File: config.mk
export PLATFORM = sky130hd
export DESIGN_NAME = midi_byte_stream_parser
export DESIGN_NICKNAME = d
export VERILOG_FILES = /design/src/rtl/mbsp_pkg.sv /design/src/rtl/midi_byte_stream_parser.sv /design/src/rtl/mbsp_decode.sv
export SDC_FILE = /design/constraint.sdc
export NUM_CORES = 1
export LEC_CHECK = 0
export BUFFER_PORTS_ARGS = -buffer_cell sky130_fd_sc_hd__buf_2
export CORE_ASPECT_RATIO = 0.9
export CORE_MARGIN = 5
export CORE_UTILIZATION = 35
export CTS_CLUSTER_DIAMETER = 120
export DETAILED_ROUTE_END_ITERATION = 10
export SYNTH_ARGS = -nofsm -noshare
export SYNTH_HDL_FRONTEND = slang
export SYNTH_HIERARCHICAL = 1
export SYNTH_SLANG_ARGS = --single-unit
File: constraint.sdc
create_clock -name clk -period 6.63 [get_ports clk]
set_input_delay 0.3315 -clock clk [delete_from_list [all_inputs] [get_ports clk]]
set_output_delay 0.3315 -clock clk [all_outputs]
set_load 0.02 [all_outputs]
File: src/rtl/mbsp_pkg.sv
`default_nettype none

package mbsp_pkg;

  // Byte codes on the link
  localparam logic [7:0] REALTIME_MIN = 8'hF8;
  localparam logic [7:0] SYSEX_START  = 8'hF0;
  localparam logic [7:0] SYSEX_END    = 8'hF7;

  // Upper nibbles of the one-data-byte channel messages
  localparam logic [3:0] TYPE_PROG_CHANGE  = 4'hC;
  localparam logic [3:0] TYPE_CHAN_PRESS   = 4'hD;

  // SysEx length limit and counter
  localparam int unsigned   COUNT_W     = 13;
  localparam logic [12:0]   LIMIT_RESET = 13'd4096;
  localparam logic [12:0]   COUNT_MAX   = 13'h1FFF;

  typedef enum logic [1:0] {
    KIND_CHANNEL   = 2'd0,
    KIND_SYSEX     = 2'd1,
    KIND_SYSEX_END = 2'd2,
    KIND_ABORT     = 2'd3
  } kind_t;

  // Parser state carried from item to item
  typedef struct packed {
    logic               in_sysex;
    logic [COUNT_W-1:0] sysex_count;
    logic [7:0]         running_status;
    logic [6:0]         held_data;
    logic               held_count;
    logic               needs_two;
  } state_t;

  // One result item
  typedef struct packed {
    kind_t      kind;
    logic [7:0] status_byte;
    logic [6:0] first_data;
    logic [6:0] second_data;
    logic [7:0] sysex_data;
  } result_t;

endpackage

`default_nettype wire

File: src/rtl/midi_byte_stream_parser.sv
// Channel  | Direction | Handshake             | Payload
// input    | in        | in_valid / in_stall   | rx_byte
// result   | out       | out_valid / out_stall | result_kind, status_byte, first_data,
//          |           |                       | second_data, sysex_data
// config   | in        | cfg_write             | cfg_data (sysex_length_limit)
//
// One item per cycle sustained unless the result side stalls; an accepted byte sits
// in the input register; any result then moves to the result register, on the outputs.
// Reset (rst, synchronous) empties both stages, clears the parser state and sets the
// SysEx length limit to 4096.
// A stall on the result side holds both stages and is passed straight back as in_stall.
`default_nettype none

module midi_byte_stream_parser (
  input  wire logic                            clk,
  input  wire logic                            rst,
  input  wire logic                            in_valid,
  output logic                                 in_stall,
  input  wire logic [7:0]                      rx_byte,
  output logic                                 out_valid,
  input  wire logic                            out_stall,
  output logic [1:0]                           result_kind,
  output logic [7:0]                           status_byte,
  output logic [6:0]                           first_data,
  output logic [6:0]                           second_data,
  output logic [7:0]                           sysex_data,
  input  wire logic                            cfg_write,
  input  wire logic [mbsp_pkg::COUNT_W-1:0]    cfg_data
);

  logic                            advance;
  logic                            s1_valid;
  logic [7:0]                      s1_byte;
  logic [mbsp_pkg::COUNT_W-1:0]    limit;
  mbsp_pkg::state_t                st;
  mbsp_pkg::state_t                st_next;
  logic                            emit;
  mbsp_pkg::result_t               res;
  mbsp_pkg::result_t               out_res;

  // pipeline moves unless a result is waiting to be taken
  assign advance  = !(out_valid && out_stall);
  assign in_stall = !advance;

  mbsp_decode u_decode (
    .st      (st),
    .rx      (s1_byte),
    .limit   (limit),
    .st_next (st_next),
    .emit    (emit),
    .res     (res)
  );

  // control: stage valids, parser state, limit register
  always_ff @(posedge clk) begin
    if (rst) begin
      s1_valid  <= 1'b0;
      out_valid <= 1'b0;
      st        <= '0;
      limit     <= mbsp_pkg::LIMIT_RESET;
    end else begin
      if (cfg_write) begin
        limit <= cfg_data;
      end
      if (advance) begin
        s1_valid  <= in_valid;
        out_valid <= s1_valid && emit;
        if (s1_valid) begin
          st <= st_next;
        end
      end
    end
  end

  // payload registers
  always_ff @(posedge clk) begin
    if (advance) begin
      s1_byte <= rx_byte;
      if (s1_valid && emit) begin
        out_res <= res;
      end
    end
  end

  assign result_kind = out_res.kind;
  assign status_byte = out_res.status_byte;
  assign first_data  = out_res.first_data;
  assign second_data = out_res.second_data;
  assign sysex_data  = out_res.sysex_data;

endmodule

`default_nettype wire

File: src/rtl/mbsp_decode.sv
`default_nettype none

// Decision logic for one received byte: next parser state and the result, if any.
module mbsp_decode (
  input  wire mbsp_pkg::state_t             st,
  input  wire logic [7:0]                   rx,
  input  wire logic [mbsp_pkg::COUNT_W-1:0] limit,
  output mbsp_pkg::state_t                  st_next,
  output logic                              emit,
  output mbsp_pkg::result_t                 res
);

  always_comb begin
    st_next         = st;
    emit            = 1'b0;
    res             = '0;
    res.kind        = mbsp_pkg::KIND_CHANNEL;

    priority if (rx >= mbsp_pkg::REALTIME_MIN) begin
      // realtime: dropped, state untouched
    end else if (rx == mbsp_pkg::SYSEX_START) begin
      // start (or restart) of SysEx, F0 counted
      st_next.in_sysex    = 1'b1;
      st_next.sysex_count = mbsp_pkg::COUNT_W'(1);
      emit                = 1'b1;
      res.kind            = mbsp_pkg::KIND_SYSEX;
      res.sysex_data      = rx;
    end else if (st.in_sysex) begin
      if (rx == mbsp_pkg::SYSEX_END) begin
        // F7 always closes normally; count saturates
        st_next.in_sysex = 1'b0;
        if (st.sysex_count < mbsp_pkg::COUNT_MAX) begin
          st_next.sysex_count = st.sysex_count + mbsp_pkg::COUNT_W'(1);
        end
        emit           = 1'b1;
        res.kind       = mbsp_pkg::KIND_SYSEX_END;
        res.sysex_data = rx;
      end else if (st.sysex_count >= limit) begin
        // too long: abandon the message
        st_next.in_sysex = 1'b0;
        emit             = 1'b1;
        res.kind         = mbsp_pkg::KIND_ABORT;
      end else begin
        st_next.sysex_count = st.sysex_count + mbsp_pkg::COUNT_W'(1);
        emit                = 1'b1;
        res.kind            = mbsp_pkg::KIND_SYSEX;
        res.sysex_data      = rx;
      end
    end else if (rx[7]) begin
      // new running status
      st_next.running_status = rx;
      st_next.held_count     = 1'b0;
      st_next.needs_two      = !((rx[7:4] == mbsp_pkg::TYPE_PROG_CHANGE) ||
                                 (rx[7:4] == mbsp_pkg::TYPE_CHAN_PRESS));
    end else if (st.running_status == 8'h00) begin
      // data with no status: dropped
    end else if (!st.held_count) begin
      if (!st.needs_two) begin
        emit            = 1'b1;
        res.status_byte = st.running_status;
        res.first_data  = rx[6:0];
      end else begin
        st_next.held_data  = rx[6:0];
        st_next.held_count = 1'b1;
      end
    end else begin
      // second data byte completes the message
      st_next.held_count = 1'b0;
      emit               = 1'b1;
      res.status_byte    = st.running_status;
      res.first_data     = st.held_data;
      res.second_data    = rx[6:0];
    end
  end

endmodule

`default_nettype wire

Word-level counts from Yosys, hierarchy flattened --
Cells that the tools add are included.
Cells by class: add/sub/neg operators 1, magnitude comparators 3, equal/unequal tests 7, mux-type cells 27, bitwise gates (word level) 7, reduce and logical (&&, ||, !) cells 15
Operator list (count):
- 2-to-1 mux 14 bit | 3
- 2-to-1 mux 8 bit | 4
- 2-to-1 mux 15 bit | 2
- 2-to-1 mux 13 bit | 2
- AND reduction 6 bit | 3
- == test 8 bit (second input constant) | 2
- 2-to-1 mux 1 bit | 14
- adder 13 x 1 -> 13 bit (second input constant) | 1
- >= comparator 13 bit | 1
- < comparator 13 bit (second input constant) | 1
- AND reduction 9 bit | 1
- == test 4 bit (second input constant) | 2
- >= comparator 8 bit (second input constant) | 1
- zero test 8 bit | 1
- inverter 1 bit | 7
- OR reduction 6 bit | 1
- OR reduction 5 bit | 1
- 2-to-1 mux 2 bit | 2
- != test 3 x 1 -> 1 bit (second input constant) | 1
- != test 3 x 2 -> 1 bit (second input constant) | 1
- AND reduction 3 bit | 1
- OR reduction 3 bit | 1
- logical AND 1 bit | 2
- != test 2 bit (second input constant) | 1
- other kinds (4) | 4
Storage, ports and cells: register bits 86, input port bits 26, output and inout bits 34

Logic depth before layout (Yosys ltp) --
depth after elaboration 9, depth in mapped cells 11

Cells and area by module --
Netlist, hierarchy kept.
Modules (own cells, without submodules):
- midi_byte_stream_parser | times used 1, cells an instance 227, area an instance 3159.3 µm², sequential area each 2122.0 µm²
- mbsp_decode | times used 1, cells an instance 229, area an instance 1560.2 µm², sequential area each 0.0 µm²

Worst setup path after synthesis --
No wires, ideal clock.
kind register -> register, start point register st[1] (netlist name), end point register out_res, in the netlist first_data[0] (enable), arrival 2.694 ns, required time 6.198 ns, slack 3.504 ns, stages on the path, launching flop included 7, buffers on the path 1, clock period less this slack 3.126 ns, cells stage by stage dfxtp_1 clkbuf_1 nand2b_1 nand3b_1 nand2_1 nand2_1 a21oi_1
On the way: cells in the longest elaborated chain, start to end 8
Ends and longest elaborated chain:
- 2-to-1 mux 1 bit | RTL line mbsp_decode.sv:57 | end else if (!st.held_count) begin
- 2-to-1 mux 1 bit | RTL line mbsp_decode.sv:55 | end else if (st.running_status == 8'h00) begin
- 2-to-1 mux 1 bit | RTL line mbsp_decode.sv:49 | end else if (rx[7]) begin
- 2-to-1 mux 1 bit | RTL line mbsp_decode.sv:28 | end else if (st.in_sysex) begin
- 2-to-1 mux 1 bit | RTL line mbsp_decode.sv:21 | end else if (rx == mbsp_pkg::SYSEX_START) begin
- 2-to-1 mux 1 bit | RTL line mbsp_decode.sv:19 | priority if (rx >= mbsp_pkg::REALTIME_MIN) begin
- net emit | RTL line midi_byte_stream_parser.sv:37 | logic emit;
- logical AND 1 bit | RTL line midi_byte_stream_parser.sv:79 | if (s1_valid && emit) begin
- AND reduction 2 bit (no source line)
- end signal, assigned | RTL line midi_byte_stream_parser.sv:80 | out_res <= res;
- end, declared | RTL line midi_byte_stream_parser.sv:39 | mbsp_pkg::result_t out_res;
The timed path passes the listed nets, and every way through them passes these cells. A chain may end at the register's enable or synchronous reset.

Worst setup path in the final report --
start point register s1_byte[5], end point register st[21] (netlist name)
On the way: cells in the longest elaborated chain, start to end 4
Ends and longest elaborated chain:
- start, declared | RTL line midi_byte_stream_parser.sv:33 | logic [7:0] s1_byte;
- start signal, assigned | RTL line midi_byte_stream_parser.sv:78 | s1_byte <= rx_byte;
- branches (longest 4 deep; another with >= comparator 8 bit)
Several ways; the timed one is not identified. The select of a mux whose other input is x is not followed.

==> results.md <==
* Clock skew at 0.00572 ns
* Post-Synth Adder-Cell Area at 3.71%
* Worst Path Arrival at 3.07 ns
* Max_cap viols at 0
* Ys flop type: dfxtp_1
* CTS Buffer Depth at 2
* Skew-Pair Late Insertion Delay at 0.34 ns
* Setup TNS at 0 ns
* Slowest cell on crit path: edfxtp_1
* Gr busiest metal: met2
* Die height at 120 um
* Dpl cells at 663
* CP startpoint kind: register
* HPWL after DPL at 7530 um
* Sequential area share after synthesis at 45.0%
* Post-CTS setup repair buffer count at 0
* Root Driver: clkbuf_16
* P per Cell Area at 223 nW/um^2
* Worst vdd ir at 0.000107 V
* Global-route usage over all layers at 13.6%
* Die area at 15900 um^2
* Post-CTS Hold Fix Bufs at 0
* Final hold vios at 0
* Leak at 2.25 nW
* Post-synthesis mux area share at 14.2%
* Initial antenna violation count at 0
* # IOs at 60
* Area contributors post-synth: edfxtp_1 (25%), dfxtp_1 (20%), mux2i_1 (11%)
* Largest net degree at the start of global routing at 78
* Nets at 546
* # setup viols final at 0
* Post-synth net total at 496
* CP Buf/Inv Count at 0
* # port buffers at 59
* P&R area growth vs syn at 14.8%
* Netlist cell types at 58
* Final hold slack at 0.163 ns
* Starting density of the core at 35.6%
* CP top delay family: compound AO/OA/AOI/OAI gates
* Fin. max-slew vios at 0
* Synthesized cell area at 4720 um^2
* Global placer's final weighted congestion at 0.862
* DR pass1 iterations at 5
* Critical path class: reg2reg
* Asr flop ratio synth at 0%
* Per-cell routed wire length at 15.9 um
* Critical path peak fanout at 23
* Gr ovfl total at 0
* Top cells by count, synth: nand2b_1 (67), mux2i_1 (51), dfxtp_1 (46), edfxtp_1 (40), nor2_1 (31)
* Final Non-Filler Cells at 679
* Vias at 3457
* Crit-path max cell delay at 0.55 ns
* Worst-path clk slew at 0.06 ns
* Synth Area in Compound Gates at 9.54%
* RSZ-0062 raised after global routing: false
* Final period util at 42.1%
* Sink Count at 86
* Crit-path cells: nand4_2 -> or2_4 -> a22o_1 -> a21oi_4 -> nand3_1 -> o311ai_0 -> nand2b_1 -> mux2i_1
* DRT antenna net count at 0
* Cell Rows at 40
* DR iter-0 viols at 267
* First-pass GRT wire length at 17600 um
* Met3 track demand over resource at 2.72%
* Worst EP required at 6.91 ns
* Largest family of logic cells by synthesized area: simple AND/OR/NAND/NOR gates
* Top cell type's share of synthesized area at 25.5%
* GR Util met2 at 20.9%
* Transition time of the tightest slew-check pin at 1.05 ns
* Cell with the most instances after synthesis: nand2b_1
* Number of synthesized flops with an enable pin at 40
* Clock buffer count from CTS at 9
* Syn_area_per_cell at 10.3 um^2
* Vias in the first global route at 3368
* DRC at 0
* Detailed Route WL at 10800 um
* Cells after synthesis at 456
* Met1 GRT Util at 18.8%
* Crit path time final at 2.79 ns
* CTS tree: done
* Yosys warns at 6
* Worst min path class: in2reg
* Share of layout cells above drive strength 1 at 20.0%
* Post_cts resized at 0
* Largest area contributor in the netlist: edfxtp_1
* Vias/cell at 5.09
* Core area at 13300 um^2
* Ant diodes at 0
* CP Capture Type: register
* Worst relative slew slack at 29.5%
* Outcome: completed
* Htree depth at 3
* Xor/xnor share of the synthesized area at 0%
* Post-Synth Simple-Gate Area at 23.5%
* Seq cells post-synth at 86
* Die width at 132 um
* Fmax at 358 MHz
metal layers:
| metal | vias up | share of wire [%] |
|---|---|---|
| met5 | - | 0 |
| met3 | 12 | 5.4 |
| met2 | 97 | 45 |
| li1 | 1729 | - |
| met4 | 0 | 1.6 |
| met1 | 1619 | 47 |
cells by family after synthesis:
family,Yosys count
buffers and inverters,37
DFF,86
AOI/OAI and AO/OA,59
muxes,65
adders and majority gates,14
and+or+nand+nor,195
worst paths after layout:
kind,startpoint,endpoint,slack (ns),cells past startpoint
setup / recovery,s1_byte[5],st[21],3.84,8
hold / removal,rx_byte[5],s1_byte[5],0.16,1
setup reg to reg,s1_byte[5],st[21],3.84,8
hold reg to reg,st[6],st[6],0.49,2
layout make-up:
type                    count  area [um^2]
inverters                  16         60.1
repair buffers             60          303
multi-input cells         333         2410
flip-flops and latches     86         2120
well taps                 168          210
clock inverters             4         55.1
clock buffers              12          256
fillers                  1288         7840
cell usage in the layout, fill, tap and decap left out, types with 2 or more instances in the layout:
cell | Yosys | routed
clkinv_4 | 0 | 2
inv_1 | 16 | 16
dfxtp_1 | 46 | 46
a41o_1 | 3 | 3
nor3_1 | 2 | 2
nand4_1 | 7 | 7
nand2_1 | 29 | 29
buf_2 | 3 | 59
a21o_1 | 10 | 10
and3_1 | 17 | 17
ha_1 | 14 | 14
nor2b_1 | 5 | 5
nor4_1 | 2 | 2
o22ai_1 | 2 | 2
and4_1 | 4 | 4
mux2i_1 | 51 | 51
clkbuf_16 | 0 | 9
and2_1 | 16 | 16
o21ai_0 | 8 | 8
clkbuf_8 | 0 | 2
a31oi_1 | 2 | 2
a21oi_1 | 13 | 12
nor2_1 | 31 | 31
a21oi_4 | 1 | 2
nand3_1 | 5 | 5
edfxtp_1 | 40 | 40
mux2_2 | 14 | 14
a31o_2 | 2 | 2
o21ai_1 | 2 | 2
nand2b_1 | 67 | 67
flip-flops by register name (all words and copies together), names as in the netlist:
signal,count
result_kind,2
out_valid,1
limit,13
sysex_data,8
first_data,7
st,31
s1_byte,8
s1_valid,1
status_byte,8
second_data,7
stage by stage:
| stage | power [W] | setup slack (ns) | util, % | instance area (um^2) |
|---|---|---|---|---|
| 5_1_grt | 0.00126 | 3.57 | 40.9 | 5420 |
| 4_1_cts | 0.00122 | 3.87 | 40.9 | 5420 |
| 3_5_place_dp | 0.000695 | 3.87 | 38.5 | 5110 |
| 3_3_place_gp | 0.000691 | 3.94 | 38.5 | 5110 |
| 6_report | 0.00121 | 3.84 | 40.9 | 5420 |
| 2_1_floorplan | 0.000665 | 3.50 | - | 4720 |
report_power, final:
group          switching (W)   total, W  internal [W]
Combinational      0.0000556  0.0000975     0.0000419
Clock               0.000210   0.000524      0.000314
Sequential         0.0000147   0.000585      0.000570
worst reg2reg max path, cell delays in order, from the launching register on:
cell      delay [ns]
edfxtp_1        0.55
nand4_2         0.28
or2_4           0.35
a22o_1          0.28
a21oi_4         0.49
nand3_1         0.22
o311ai_0        0.33
nand2b_1        0.09
mux2i_1         0.12
Note: power is estimated with default switching activity, not from simulation.
